`src/sv/i2c_master_byte_sequencer_top_defines.svh`:
```
// Assertion macros shared by the sequencer modules.
`ifndef I2C_MASTER_BYTE_SEQUENCER_TOP_DEFINES_SVH
`define I2C_MASTER_BYTE_SEQUENCER_TOP_DEFINES_SVH

// The consequent must hold in the same cycle as the antecedent.
`define I2CMS_ASSERT_SAME(label, clk, rst_n, ante, cons, msg) \
  label: assert property (@(posedge clk) disable iff (!rst_n) (ante) |-> (cons)) \
    else $error(msg);

// The consequent must hold in the cycle after the antecedent.
`define I2CMS_ASSERT_NEXT(label, clk, rst_n, ante, cons, msg) \
  label: assert property (@(posedge clk) disable iff (!rst_n) (ante) |=> (cons)) \
    else $error(msg);

`endif

```
`src/sv/i2cms_pkg.sv`:
```
package i2cms_pkg;

  localparam int CFG_W       = 16;
  localparam int CFG_IDX_W   = 2;
  localparam int COUNTER_BITS_DEF = 16;
  localparam int Q_DEPTH     = 2;

  // Configuration register indexes.
  localparam logic [CFG_IDX_W-1:0] REG_BIT_TIME   = 2'd0;
  localparam logic [CFG_IDX_W-1:0] REG_ACK_WAIT   = 2'd1;
  localparam logic [CFG_IDX_W-1:0] REG_TRANS_TOUT = 2'd2;

  // Reset values of the configuration registers.
  localparam logic [CFG_W-1:0] BIT_TIME_RST   = 16'd10;
  localparam logic [CFG_W-1:0] ACK_WAIT_RST   = 16'd10;
  localparam logic [CFG_W-1:0] TRANS_TOUT_RST = 16'd100;

  // Input kind codes.
  localparam logic [2:0] KIND_START     = 3'd1;
  localparam logic [2:0] KIND_STOP      = 3'd2;
  localparam logic [2:0] KIND_WRITE     = 3'd3;
  localparam logic [2:0] KIND_READ_ACK  = 3'd4;
  localparam logic [2:0] KIND_READ_NACK = 3'd5;

  typedef enum logic [2:0] {
    CMD_TICK,
    CMD_START,
    CMD_STOP,
    CMD_WRITE,
    CMD_READ_ACK,
    CMD_READ_NACK
  } cmd_t;

  typedef struct packed {
    logic [2:0] kind;
    logic [7:0] tx_byte;
    logic       sda_in;
    logic       ms_tick;
  } in_word_t;

  typedef struct packed {
    logic       scl_out;
    logic       sda_out;
    logic       busy_res;
    logic       cmd_done;
    logic [7:0] rx_byte;
    logic       status;
    logic       rejected;
  } out_word_t;

  // Classified word held in the queue between front and engine.
  typedef struct packed {
    cmd_t       cmd;
    logic [7:0] tx_byte;
    logic       sda_in;
    logic       ms_tick;
  } q_word_t;

endpackage

```
`src/sv/i2cms_front.sv`:
```
`include "i2c_master_byte_sequencer_top_defines.svh"

module i2cms_front (
  input  logic                 clk,
  input  logic                 rst_n,
  input  logic                 in_valid,
  output logic                 in_stall,
  input  i2cms_pkg::in_word_t  in_data,
  output logic                 q_valid,
  input  logic                 q_pop,
  output i2cms_pkg::q_word_t   q_data
);

  localparam int PtrW = (i2cms_pkg::Q_DEPTH > 1) ? $clog2(i2cms_pkg::Q_DEPTH) : 1;
  localparam int CntW = $clog2(i2cms_pkg::Q_DEPTH + 1);
  localparam logic [CntW-1:0] DepthC = CntW'(i2cms_pkg::Q_DEPTH);
  localparam logic [PtrW-1:0] LastPtr = PtrW'(i2cms_pkg::Q_DEPTH - 1);

  i2cms_pkg::q_word_t q_mem_r [i2cms_pkg::Q_DEPTH];
  logic [PtrW-1:0]    wr_ptr_r, wr_ptr_nxt;
  logic [PtrW-1:0]    rd_ptr_r, rd_ptr_nxt;
  logic [CntW-1:0]    cnt_r, cnt_nxt;
  i2cms_pkg::q_word_t cls;
  logic               push;

  // Decode the raw kind; unused codes behave as a plain tick.
  always_comb begin
    cls.tx_byte = in_data.tx_byte;
    cls.sda_in  = in_data.sda_in;
    cls.ms_tick = in_data.ms_tick;
    unique case (in_data.kind)
      i2cms_pkg::KIND_START:     cls.cmd = i2cms_pkg::CMD_START;
      i2cms_pkg::KIND_STOP:      cls.cmd = i2cms_pkg::CMD_STOP;
      i2cms_pkg::KIND_WRITE:     cls.cmd = i2cms_pkg::CMD_WRITE;
      i2cms_pkg::KIND_READ_ACK:  cls.cmd = i2cms_pkg::CMD_READ_ACK;
      i2cms_pkg::KIND_READ_NACK: cls.cmd = i2cms_pkg::CMD_READ_NACK;
      default:                   cls.cmd = i2cms_pkg::CMD_TICK;
    endcase
  end

  assign in_stall = (cnt_r == DepthC);
  assign push     = in_valid && !in_stall;
  assign q_valid  = (cnt_r != '0);
  assign q_data   = q_mem_r[rd_ptr_r];

  always_comb begin
    wr_ptr_nxt = wr_ptr_r;
    rd_ptr_nxt = rd_ptr_r;
    cnt_nxt    = cnt_r;
    if (push) begin
      wr_ptr_nxt = (wr_ptr_r == LastPtr) ? '0 : wr_ptr_r + 1'b1;
    end
    if (q_pop) begin
      rd_ptr_nxt = (rd_ptr_r == LastPtr) ? '0 : rd_ptr_r + 1'b1;
    end
    if (push && !q_pop) begin
      cnt_nxt = cnt_r + 1'b1;
    end else if (!push && q_pop) begin
      cnt_nxt = cnt_r - 1'b1;
    end
  end

  always_ff @(posedge clk) begin
    if (!rst_n) begin
      wr_ptr_r <= '0;
      rd_ptr_r <= '0;
      cnt_r    <= '0;
    end else begin
      wr_ptr_r <= wr_ptr_nxt;
      rd_ptr_r <= rd_ptr_nxt;
      cnt_r    <= cnt_nxt;
    end
  end

  always_ff @(posedge clk) begin
    if (push) begin
      q_mem_r[wr_ptr_r] <= cls;
    end
  end

  `I2CMS_ASSERT_SAME(a_cnt_bound, clk, rst_n, 1'b1, cnt_r <= DepthC, "queue count overflow")
  `I2CMS_ASSERT_SAME(a_pop_nonempty, clk, rst_n, q_pop, cnt_r != '0, "pop from empty queue")

endmodule

```
`src/sv/i2cms_engine.sv`:
```
`include "i2c_master_byte_sequencer_top_defines.svh"

module i2cms_engine #(
  parameter int COUNTER_BITS = i2cms_pkg::COUNTER_BITS_DEF
) (
  input  logic                                clk,
  input  logic                                rst_n,
  input  logic                                cfg_we,
  input  logic [i2cms_pkg::CFG_IDX_W-1:0]     cfg_index,
  input  logic [i2cms_pkg::CFG_W-1:0]         cfg_data,
  input  logic                                q_valid,
  input  i2cms_pkg::q_word_t                  q_data,
  output logic                                q_pop,
  output logic                                out_valid,
  input  logic                                out_stall,
  output i2cms_pkg::out_word_t                out_data
);

  localparam int CmpW = (COUNTER_BITS > i2cms_pkg::CFG_W) ? COUNTER_BITS : i2cms_pkg::CFG_W;
  localparam logic [COUNTER_BITS-1:0] CntMax = '1;

  typedef enum logic [4:0] {
    PH_IDLE, PH_ST1, PH_ST2, PH_SP1, PH_SP2, PH_TS1, PH_TS2,
    PH_WSET, PH_WHI, PH_WLO, PH_ASET, PH_APOLL, PH_AHOLD,
    PH_RLO, PH_RHI, PH_RHOLD, PH_RFALL, PH_RACK
  } phase_t;

  logic [i2cms_pkg::CFG_W-1:0] bit_time_r, ack_wait_r, trans_tout_r;

  phase_t                  phase_r, phase_nxt;
  logic [3:0]              bit_cnt_r, bit_cnt_nxt;
  logic [COUNTER_BITS-1:0] delay_r, delay_nxt;
  logic [7:0]              shift_r, shift_nxt;
  logic [COUNTER_BITS-1:0] ack_cnt_r, ack_cnt_nxt;
  logic [COUNTER_BITS-1:0] trans_ms_r, trans_ms_nxt;
  logic                    scl_r, scl_nxt;
  logic                    sda_r, sda_nxt;
  logic                    nack_r, nack_nxt;
  logic                    out_valid_r, out_valid_nxt;
  i2cms_pkg::out_word_t    out_data_r;

  logic                        fire;
  logic [COUNTER_BITS-1:0]     delay_inc;
  logic                        half_phase;
  logic [i2cms_pkg::CFG_W-1:0] need;
  logic                        hit;
  logic                        do_enter;
  phase_t                      target;
  logic                        fin;
  logic                        fin_status;
  logic                        rej;
  i2cms_pkg::out_word_t        res;

  assign fire  = q_valid && (!out_valid_r || !out_stall);
  assign q_pop = fire;

  assign delay_inc = (delay_r == CntMax) ? delay_r : delay_r + 1'b1;

  always_comb begin
    case (phase_r) inside
      PH_WSET, PH_WLO, PH_ASET, PH_AHOLD,
      PH_RLO, PH_RHI, PH_RHOLD, PH_RFALL: half_phase = 1'b1;
      default:                            half_phase = 1'b0;
    endcase
  end

  assign need = half_phase ? (bit_time_r >> 1) : bit_time_r;
  // A phase also ends once the saturating delay counter tops out.
  assign hit  = (CmpW'(delay_inc) >= CmpW'(need)) || (delay_inc == CntMax);

  always_comb begin
    phase_nxt    = phase_r;
    bit_cnt_nxt  = bit_cnt_r;
    delay_nxt    = delay_r;
    shift_nxt    = shift_r;
    ack_cnt_nxt  = ack_cnt_r;
    trans_ms_nxt = trans_ms_r;
    scl_nxt      = scl_r;
    sda_nxt      = sda_r;
    nack_nxt     = nack_r;
    do_enter     = 1'b0;
    target       = PH_IDLE;
    fin          = 1'b0;
    fin_status   = 1'b0;
    rej          = 1'b0;

    if (fire) begin
      if (q_data.ms_tick) begin
        trans_ms_nxt = (trans_ms_r == CntMax) ? trans_ms_r : trans_ms_r + 1'b1;
        if (phase_r == PH_ASET || phase_r == PH_APOLL) begin
          ack_cnt_nxt = (ack_cnt_r == CntMax) ? ack_cnt_r : ack_cnt_r + 1'b1;
        end
      end

      if (phase_r != PH_IDLE) begin
        rej = (q_data.cmd != i2cms_pkg::CMD_TICK);
        if (phase_r != PH_APOLL) begin
          delay_nxt = delay_inc;
        end
        unique case (phase_r) inside
          PH_ST1: if (hit) begin do_enter = 1'b1; target = PH_ST2; end
          PH_ST2: if (hit) begin scl_nxt = 1'b0; fin = 1'b1; end
          PH_SP1: if (hit) begin do_enter = 1'b1; target = PH_SP2; end
          PH_SP2: if (hit) begin fin = 1'b1; end
          PH_TS1: if (hit) begin do_enter = 1'b1; target = PH_TS2; end
          PH_TS2: if (hit) begin fin = 1'b1; fin_status = 1'b1; end
          PH_WSET: if (hit) begin do_enter = 1'b1; target = PH_WHI; end
          PH_WHI: if (hit) begin do_enter = 1'b1; target = PH_WLO; end
          PH_WLO: begin
            if (hit) begin
              shift_nxt   = {shift_r[6:0], 1'b0};
              bit_cnt_nxt = bit_cnt_r + 1'b1;
              do_enter    = 1'b1;
              target      = (bit_cnt_nxt >= 4'd8) ? PH_ASET : PH_WSET;
            end
          end
          PH_ASET: if (hit) begin do_enter = 1'b1; target = PH_APOLL; end
          PH_APOLL: begin
            if (!q_data.sda_in) begin
              do_enter = 1'b1;
              target   = PH_AHOLD;
            end else if (CmpW'(ack_cnt_nxt) > CmpW'(ack_wait_r)) begin
              do_enter = 1'b1;
              target   = PH_TS1;
            end
          end
          PH_RLO: if (hit) begin do_enter = 1'b1; target = PH_RHI; end
          PH_RHI: begin
            if (hit) begin
              shift_nxt = {shift_r[6:0], q_data.sda_in};
              do_enter  = 1'b1;
              target    = PH_RHOLD;
            end
          end
          PH_RHOLD: if (hit) begin do_enter = 1'b1; target = PH_RFALL; end
          PH_RFALL: begin
            if (hit) begin
              bit_cnt_nxt = bit_cnt_r + 1'b1;
              do_enter    = 1'b1;
              target      = (bit_cnt_nxt >= 4'd8) ? PH_RACK : PH_RLO;
            end
          end
          PH_AHOLD, PH_RACK: begin
            // End of the byte: check the transaction deadline.
            if (hit) begin
              scl_nxt = 1'b0;
              if (CmpW'(trans_ms_nxt) > CmpW'(trans_tout_r)) begin
                do_enter = 1'b1;
                target   = PH_TS1;
              end else begin
                fin = 1'b1;
              end
            end
          end
          default: phase_nxt = PH_IDLE;
        endcase
      end else begin
        case (q_data.cmd) inside
          i2cms_pkg::CMD_START: begin
            trans_ms_nxt = '0;
            shift_nxt    = '0;
            do_enter     = 1'b1;
            target       = PH_ST1;
          end
          i2cms_pkg::CMD_STOP: begin
            shift_nxt = '0;
            do_enter  = 1'b1;
            target    = PH_SP1;
          end
          i2cms_pkg::CMD_WRITE: begin
            shift_nxt   = q_data.tx_byte;
            bit_cnt_nxt = '0;
            do_enter    = 1'b1;
            target      = PH_WSET;
          end
          i2cms_pkg::CMD_READ_ACK, i2cms_pkg::CMD_READ_NACK: begin
            shift_nxt   = '0;
            bit_cnt_nxt = '0;
            nack_nxt    = (q_data.cmd == i2cms_pkg::CMD_READ_NACK);
            sda_nxt     = 1'b1;
            do_enter    = 1'b1;
            target      = PH_RLO;
          end
          default: ;
        endcase
      end

      if (do_enter) begin
        phase_nxt = target;
        delay_nxt = '0;
        case (target) inside
          PH_ST1: begin scl_nxt = 1'b1; sda_nxt = 1'b1; end
          PH_ST2: sda_nxt = 1'b0;
          PH_SP1, PH_TS1: begin sda_nxt = 1'b0; scl_nxt = 1'b1; end
          PH_SP2, PH_TS2: sda_nxt = 1'b1;
          PH_WSET: begin scl_nxt = 1'b0; sda_nxt = shift_nxt[7]; end
          PH_WHI, PH_RHI: scl_nxt = 1'b1;
          PH_WLO, PH_RLO, PH_RFALL: scl_nxt = 1'b0;
          PH_ASET: begin sda_nxt = 1'b1; scl_nxt = 1'b1; ack_cnt_nxt = '0; end
          PH_RACK: begin sda_nxt = nack_nxt; scl_nxt = 1'b1; end
          default: ;
        endcase
      end
      if (fin) begin
        phase_nxt = PH_IDLE;
        delay_nxt = '0;
      end
    end
  end

  always_comb begin
    res.scl_out  = scl_nxt;
    res.sda_out  = sda_nxt;
    res.busy_res = (phase_nxt != PH_IDLE);
    res.cmd_done = fin;
    res.rx_byte  = fin ? shift_nxt : 8'd0;
    res.status   = fin && fin_status;
    res.rejected = rej;
  end

  assign out_valid_nxt = fire ? 1'b1 : (out_stall ? out_valid_r : 1'b0);
  assign out_valid     = out_valid_r;
  assign out_data      = out_data_r;

  always_ff @(posedge clk) begin
    if (!rst_n) begin
      bit_time_r   <= i2cms_pkg::BIT_TIME_RST;
      ack_wait_r   <= i2cms_pkg::ACK_WAIT_RST;
      trans_tout_r <= i2cms_pkg::TRANS_TOUT_RST;
      phase_r      <= PH_IDLE;
      bit_cnt_r    <= '0;
      delay_r      <= '0;
      shift_r      <= '0;
      ack_cnt_r    <= '0;
      trans_ms_r   <= '0;
      scl_r        <= 1'b1;
      sda_r        <= 1'b1;
      nack_r       <= 1'b0;
      out_valid_r  <= 1'b0;
      out_data_r   <= '0;
    end else begin
      if (cfg_we) begin
        unique case (cfg_index)
          i2cms_pkg::REG_BIT_TIME:   bit_time_r   <= cfg_data;
          i2cms_pkg::REG_ACK_WAIT:   ack_wait_r   <= cfg_data;
          i2cms_pkg::REG_TRANS_TOUT: trans_tout_r <= cfg_data;
          default: ;
        endcase
      end
      phase_r     <= phase_nxt;
      bit_cnt_r   <= bit_cnt_nxt;
      delay_r     <= delay_nxt;
      shift_r     <= shift_nxt;
      ack_cnt_r   <= ack_cnt_nxt;
      trans_ms_r  <= trans_ms_nxt;
      scl_r       <= scl_nxt;
      sda_r       <= sda_nxt;
      nack_r      <= nack_nxt;
      out_valid_r <= out_valid_nxt;
      if (fire) begin
        out_data_r <= res;
      end
    end
  end

  `I2CMS_ASSERT_SAME(a_done_not_busy, clk, rst_n, out_valid_r && out_data_r.cmd_done,
    !out_data_r.busy_res, "command done while still busy")
  `I2CMS_ASSERT_SAME(a_quiet_fields, clk, rst_n, out_valid_r && !out_data_r.cmd_done,
    out_data_r.rx_byte == 8'd0 && !out_data_r.status, "byte or status without completion")
  `I2CMS_ASSERT_NEXT(a_start_enters, clk, rst_n,
    fire && phase_r == PH_IDLE && q_data.cmd == i2cms_pkg::CMD_START,
    phase_r == PH_ST1, "start command did not enter the start phase")

endmodule

```
`src/sv/i2c_master_byte_sequencer_top.sv`:
```
// I2C master byte sequencer. Each input word is one timebase tick and may carry a
// command (start, stop, write byte, read byte with ACK or NACK) together with the
// sampled SDA level and a millisecond strobe. Every accepted input word yields
// exactly one result word with the SCL/SDA levels after that tick, busy, done,
// the received byte, a timeout status and a rejected flag.
// Channels: in_valid/in_stall and out_valid/out_stall; a word moves when valid is
// high and stall is low. Configuration writes use cfg_valid/cfg_ready with a
// register index (0 bit time, 1 ACK wait, 2 transaction timeout) and are always
// taken; they must only be issued while no words are in flight.
// The input word is written into the queue, popped by the engine, and its result is
// registered in the output register before out_valid rises.
// Throughput: one word per clock while the receiver does not stall; a two-entry
// queue between the decoder and the engine and the output register let both
// sides stall independently.
// When the receiver stalls, the result is held, the queue fills and in_stall
// rises once it holds two words.
// Reset (rst_n low, synchronous) empties the queue, drops out_valid, returns the
// engine to idle with both lines released and loads the default register values.
module i2c_master_byte_sequencer_top #(
  parameter int COUNTER_BITS = i2cms_pkg::COUNTER_BITS_DEF
) (
  input  logic                             clk,
  input  logic                             rst_n,
  input  logic                             in_valid,
  output logic                             in_stall,
  input  i2cms_pkg::in_word_t              in_data,
  output logic                             out_valid,
  input  logic                             out_stall,
  output i2cms_pkg::out_word_t             out_data,
  input  logic                             cfg_valid,
  output logic                             cfg_ready,
  input  logic [i2cms_pkg::CFG_IDX_W-1:0]  cfg_index,
  input  logic [i2cms_pkg::CFG_W-1:0]      cfg_data
);

  logic               q_valid;
  logic               q_pop;
  i2cms_pkg::q_word_t q_data;
  logic               cfg_we;

  assign cfg_ready = 1'b1;
  assign cfg_we    = cfg_valid && cfg_ready;

  i2cms_front u_front (
    .clk      (clk),
    .rst_n    (rst_n),
    .in_valid (in_valid),
    .in_stall (in_stall),
    .in_data  (in_data),
    .q_valid  (q_valid),
    .q_pop    (q_pop),
    .q_data   (q_data)
  );

  i2cms_engine #(
    .COUNTER_BITS (COUNTER_BITS)
  ) u_engine (
    .clk       (clk),
    .rst_n     (rst_n),
    .cfg_we    (cfg_we),
    .cfg_index (cfg_index),
    .cfg_data  (cfg_data),
    .q_valid   (q_valid),
    .q_data    (q_data),
    .q_pop     (q_pop),
    .out_valid (out_valid),
    .out_stall (out_stall),
    .out_data  (out_data)
  );

endmodule
```
`config.mk`:
```
export PLATFORM = sky130hd
export DESIGN_NAME = i2c_master_byte_sequencer_top
export DESIGN_NICKNAME = d
export VERILOG_FILES = /design/src/sv/i2cms_pkg.sv /design/src/sv/i2cms_front.sv /design/src/sv/i2cms_engine.sv /design/src/sv/i2c_master_byte_sequencer_top.sv
export VERILOG_INCLUDE_DIRS = /design/src /design/src/sv
export SDC_FILE = /design/constraint.sdc
export NUM_CORES = 1
export LEC_CHECK = 0
export BUFFER_PORTS_ARGS = -buffer_cell sky130_fd_sc_hd__buf_2
export CORE_MARGIN = 10
export CORE_UTILIZATION = 58
export CTS_BUF_LIST = sky130_fd_sc_hd__clkbuf_2 sky130_fd_sc_hd__clkbuf_4 sky130_fd_sc_hd__clkbuf_8
export DETAILED_ROUTE_END_ITERATION = 8
export PLACE_DENSITY = 0.79
export SLEW_MARGIN = 25
export SYNTH_ARGS = -nofsm -noshare
export SYNTH_HDL_FRONTEND = slang
export SYNTH_HIERARCHICAL = 1
export SYNTH_SLANG_ARGS = --single-unit
```
`constraint.sdc`:
```
create_clock -name clk -period 4.8 [get_ports clk]
set_input_delay 1.2 -clock clk [delete_from_list [all_inputs] [get_ports clk]]
set_output_delay 1.2 -clock clk [all_outputs]
set_load 0.005 [all_outputs]
```
==> flow_summary.yaml <==
outcome:
  status: "completed"
clock_tree:
  cts_root_buffer: "clkbuf_8"
  numCtsBuffers: 17
  clock_sinks: 162
  clk_transition_reported_paths_ns: 0.10
  tritoncts: "built"
  cts_buffer_depth: 2
  cts-htree-levels: 4
  cts_hold_buf: 0
  clk_latency_ns: 0.45
logic_synthesis:
  synth_cells: 1186
  synth_edf_count: 26
  yosys_warnings: 6
  ys_seq_area_share_pct: 36.1
  synth_top_cell_area_share_pct: 28.0
  syn_nets: 1275
  syn_area_per_cell_um2: 8.19
  netlist_area_um2: 9720
  ys_top_cells_by_area: "dfxtp_1 (28%), edfxtp_1 (8.0%), nand2_1 (7.6%)"
  yosys-top-cells-count: "nand2_1 (197), dfxtp_1 (136), a21oi_1 (111), nor2_1 (96), ha_1 (53)"
  synth_ff_type: "dfxtp_1"
  ys_types: 92
  ys_ff_latch: 162
  async_reset_ff_share_pct: 0
  synth_area_leader_cell: "dfxtp_1"
  synth.most_common_cell: "nand2_1"
power_and_ir_drop:
  power.density_nw_per_um2: 417
  cellLeakagePower_nw: 4.34
  peakVddDrop_mv: 0.338
sta:
  hold_violations: 0
  grt_setup_unrepaired: "true"
  worst-slew-pin-transition_ns: 1.02
  slew_viol_final: 0
  period_needed_ns: 4.70
  fin_hold_ws_ns: 0.461
  worst_clock_skew_ns: 0.0137
  clock.fmax_ghz: 0.213
  relSlewSlack_pct: 31.8
  fin_crit_sh_pct: 98.0
  setup_viol: 0
cells_and_area:
  fillCellCount: 1358
  drive_above_1_share_pct: 16.7
  layout.nets: 1338
  area_growth_pct: 13.3
  stdcell_count: 1482
  diodes: 0
grt:
  antenna_found_initial: 0
  grt_most_used_layer: "met2"
  use_met1_pct: 29.3
  grt_pass1_vias: 8455
  grt_use_met2_pct: 36.9
  grt.overflow.total: 0
  met3_usage_pct: 4.35
  track_usage_pct: 22.6
  grt_max_degree: 55
  grt_pass1_wl_mm: 41.7
floorplanning:
  die_area_um2: 22300
  die_w_um: 149
  io_pins: 53
  rows: 47
  start_util_pct: 58.8
  die_h_um: 149
  core_um2: 16500
routing:
  drtIter0Drc: 866
  viasPerCell: 6.26
  antenna_left: 0
  wirelength_mm: 26.5
  num_vias: 9281
  first_pass_iters: 6
  route.detailed.wl_per_inst_um: 17.9
  drc_errors: 0
place:
  gp_congestion: 0.972
  hpwl_mm: 18.8
  dp.cells: 1440
  io_buffers: 51
critical_path:
  critPathRequiredTime_ns: 5.14
  path_max_fanout: 5
  path_class: "flop to flop"
  reg2regPathDepth: 18
  critPathArrivalTime_ns: 5.05
  end_kind: "flop"
  startpoint_type: "flop"
job:
  cap_violations: 0
min_path:
  min_path_cells: 2
  hp-class: "flop to flop"
-- cell families after synthesis --
kind of cell	after synthesis	share of synthesized area, %
other cells	1	0.0386
buf+inv	113	4.70
simple gates	495	24.9
flops	162	36.1
xor+xnor	32	2.88
mux	37	4.07
compound gates	293	20.5
fa+ha+maj	53	6.83
-- sequential cells by signal, summed over array words and instances (netlist names), 5 cells and up, named ones only --
signal,flops
u_engine/ack_cnt_r,16
u_engine/ack_wait_r,16
u_engine/bit_time_r,16
u_engine/delay_r,16
u_engine/out_data,14
u_engine/phase_r,5
u_engine/shift_r,8
u_engine/trans_ms_r,16
u_engine/trans_tout_r,16
u_front/q_mem_r,26
-- report_power, final --
| part | switching [mW] | internal, mW | leakage [nW] | total, mW |
|---|---|---|---|---|
| Clock | 0.540 | 0.485 | 0.198 | 1.03 |
| Combinational | 1.27 | 0.697 | 2.79 | 1.97 |
| Sequential | 0.0863 | 1.52 | 1.35 | 1.60 |
-- what timing repair did --
action	CTS	global route
gates resized for setup	1	43
buffers inserted	0	8
endpoints found under the hold margin	0	0
pin swaps	0	9
cloned	0	2
setup endpoints to repair	13	37
-- layout by cell type (no fill, tap or decap), types with 5 or more instances in the layout --
cell and count:
a211oi_1 12, buf_2 52, o21ai_1 7, a2bb2oi_1 8
a21oi_1 109, or3_1 6, nand2b_1 19, clkbuf_8 17
and4_1 7, a21o_1 7, nor3_1 21, inv_1 43
nand4_1 22, nor4_1 7, nand3_1 45, a222oi_1 8
xor2_1 14, mux2i_1 17, dfxtp_1 134, a31oi_1 8
nor2_1 91, nand2_1 196, o211ai_1 18, o21ai_0 22
or2_2 7, o21a_1 11, xnor2_1 18, a22oi_1 17
and3_1 15, edfxtp_1 26, nor3b_1 5, ha_1 53
mux2_2 10, buf_4 56, mux2_1 10, nor2b_1 9
-- final timing paths --
check                                       startpoint              endpoint  slack [ns]
worst max-delay path            u_engine/trans_ms_r[6]        u_engine/sda_r         0.1
worst min-delay path              u_engine/out_data[0]  u_engine/out_data[0]        0.46
worst max register to register  u_engine/trans_ms_r[6]        u_engine/sda_r         0.1
worst min register to register    u_engine/out_data[0]  u_engine/out_data[0]        0.46
-- worst max-delay path, stage by stage (launching register included) --
cell and delay [ns]:
dfxtp_2 0.36, and4_1 0.21, and2_1 0.17, nand4_1 0.17, inv_1 0.11, nand2_1 0.11, nor3_2 0.23, nand3_1 0.12
mux2_2 0.31, ha_1 0.34, nand3_2 0.12, or4_4 0.56, or2_2 0.35, a221o_1 0.37, a21oi_2 0.21, nor2_1 0.12
a32o_1 0.36, a221oi_1 0.27, o21ai_1 0.11
-- per-layer routing --
layer	vias up	part of all wire (%)
li1	4432	-
met1	4339	42
met2	444	47
met3	66	8.1
met4	0	2.7
met5	-	0
-- stage by stage --
stage / total power, mW / util, % / worst slack [ns] / setup TNS (ns) / instance area [um2]
after floorplan: 2.92 / - / 0.0835 / 0 / 9720
after global placement: 3.40 / 62.6 / 0.114 / 0 / 10300
after detailed placement: 3.43 / 62.6 / -0.0189 / -0.0189 / 10300
after CTS: 4.45 / 65.0 / 0.00249 / 0 / 10700
after global routing: 4.86 / 66.6 / -0.124 / -0.975 / 11000
final: 4.60 / 66.6 / 0.0951 / 0 / 11000
-- cell type report --
class,instances,area (um2),area share (%)
Multi-Input combinational cell,912,5950,54.1
Inverter,46,174,1.58
Tap cell,220,275,2.50
Clock inverter,13,151,1.37
Timing Repair Buffer,110,703,6.39
Sequential cell,162,3510,31.8
Clock buffer,19,249,2.26
No activity file was read; power rests on OpenSTA's default activity.
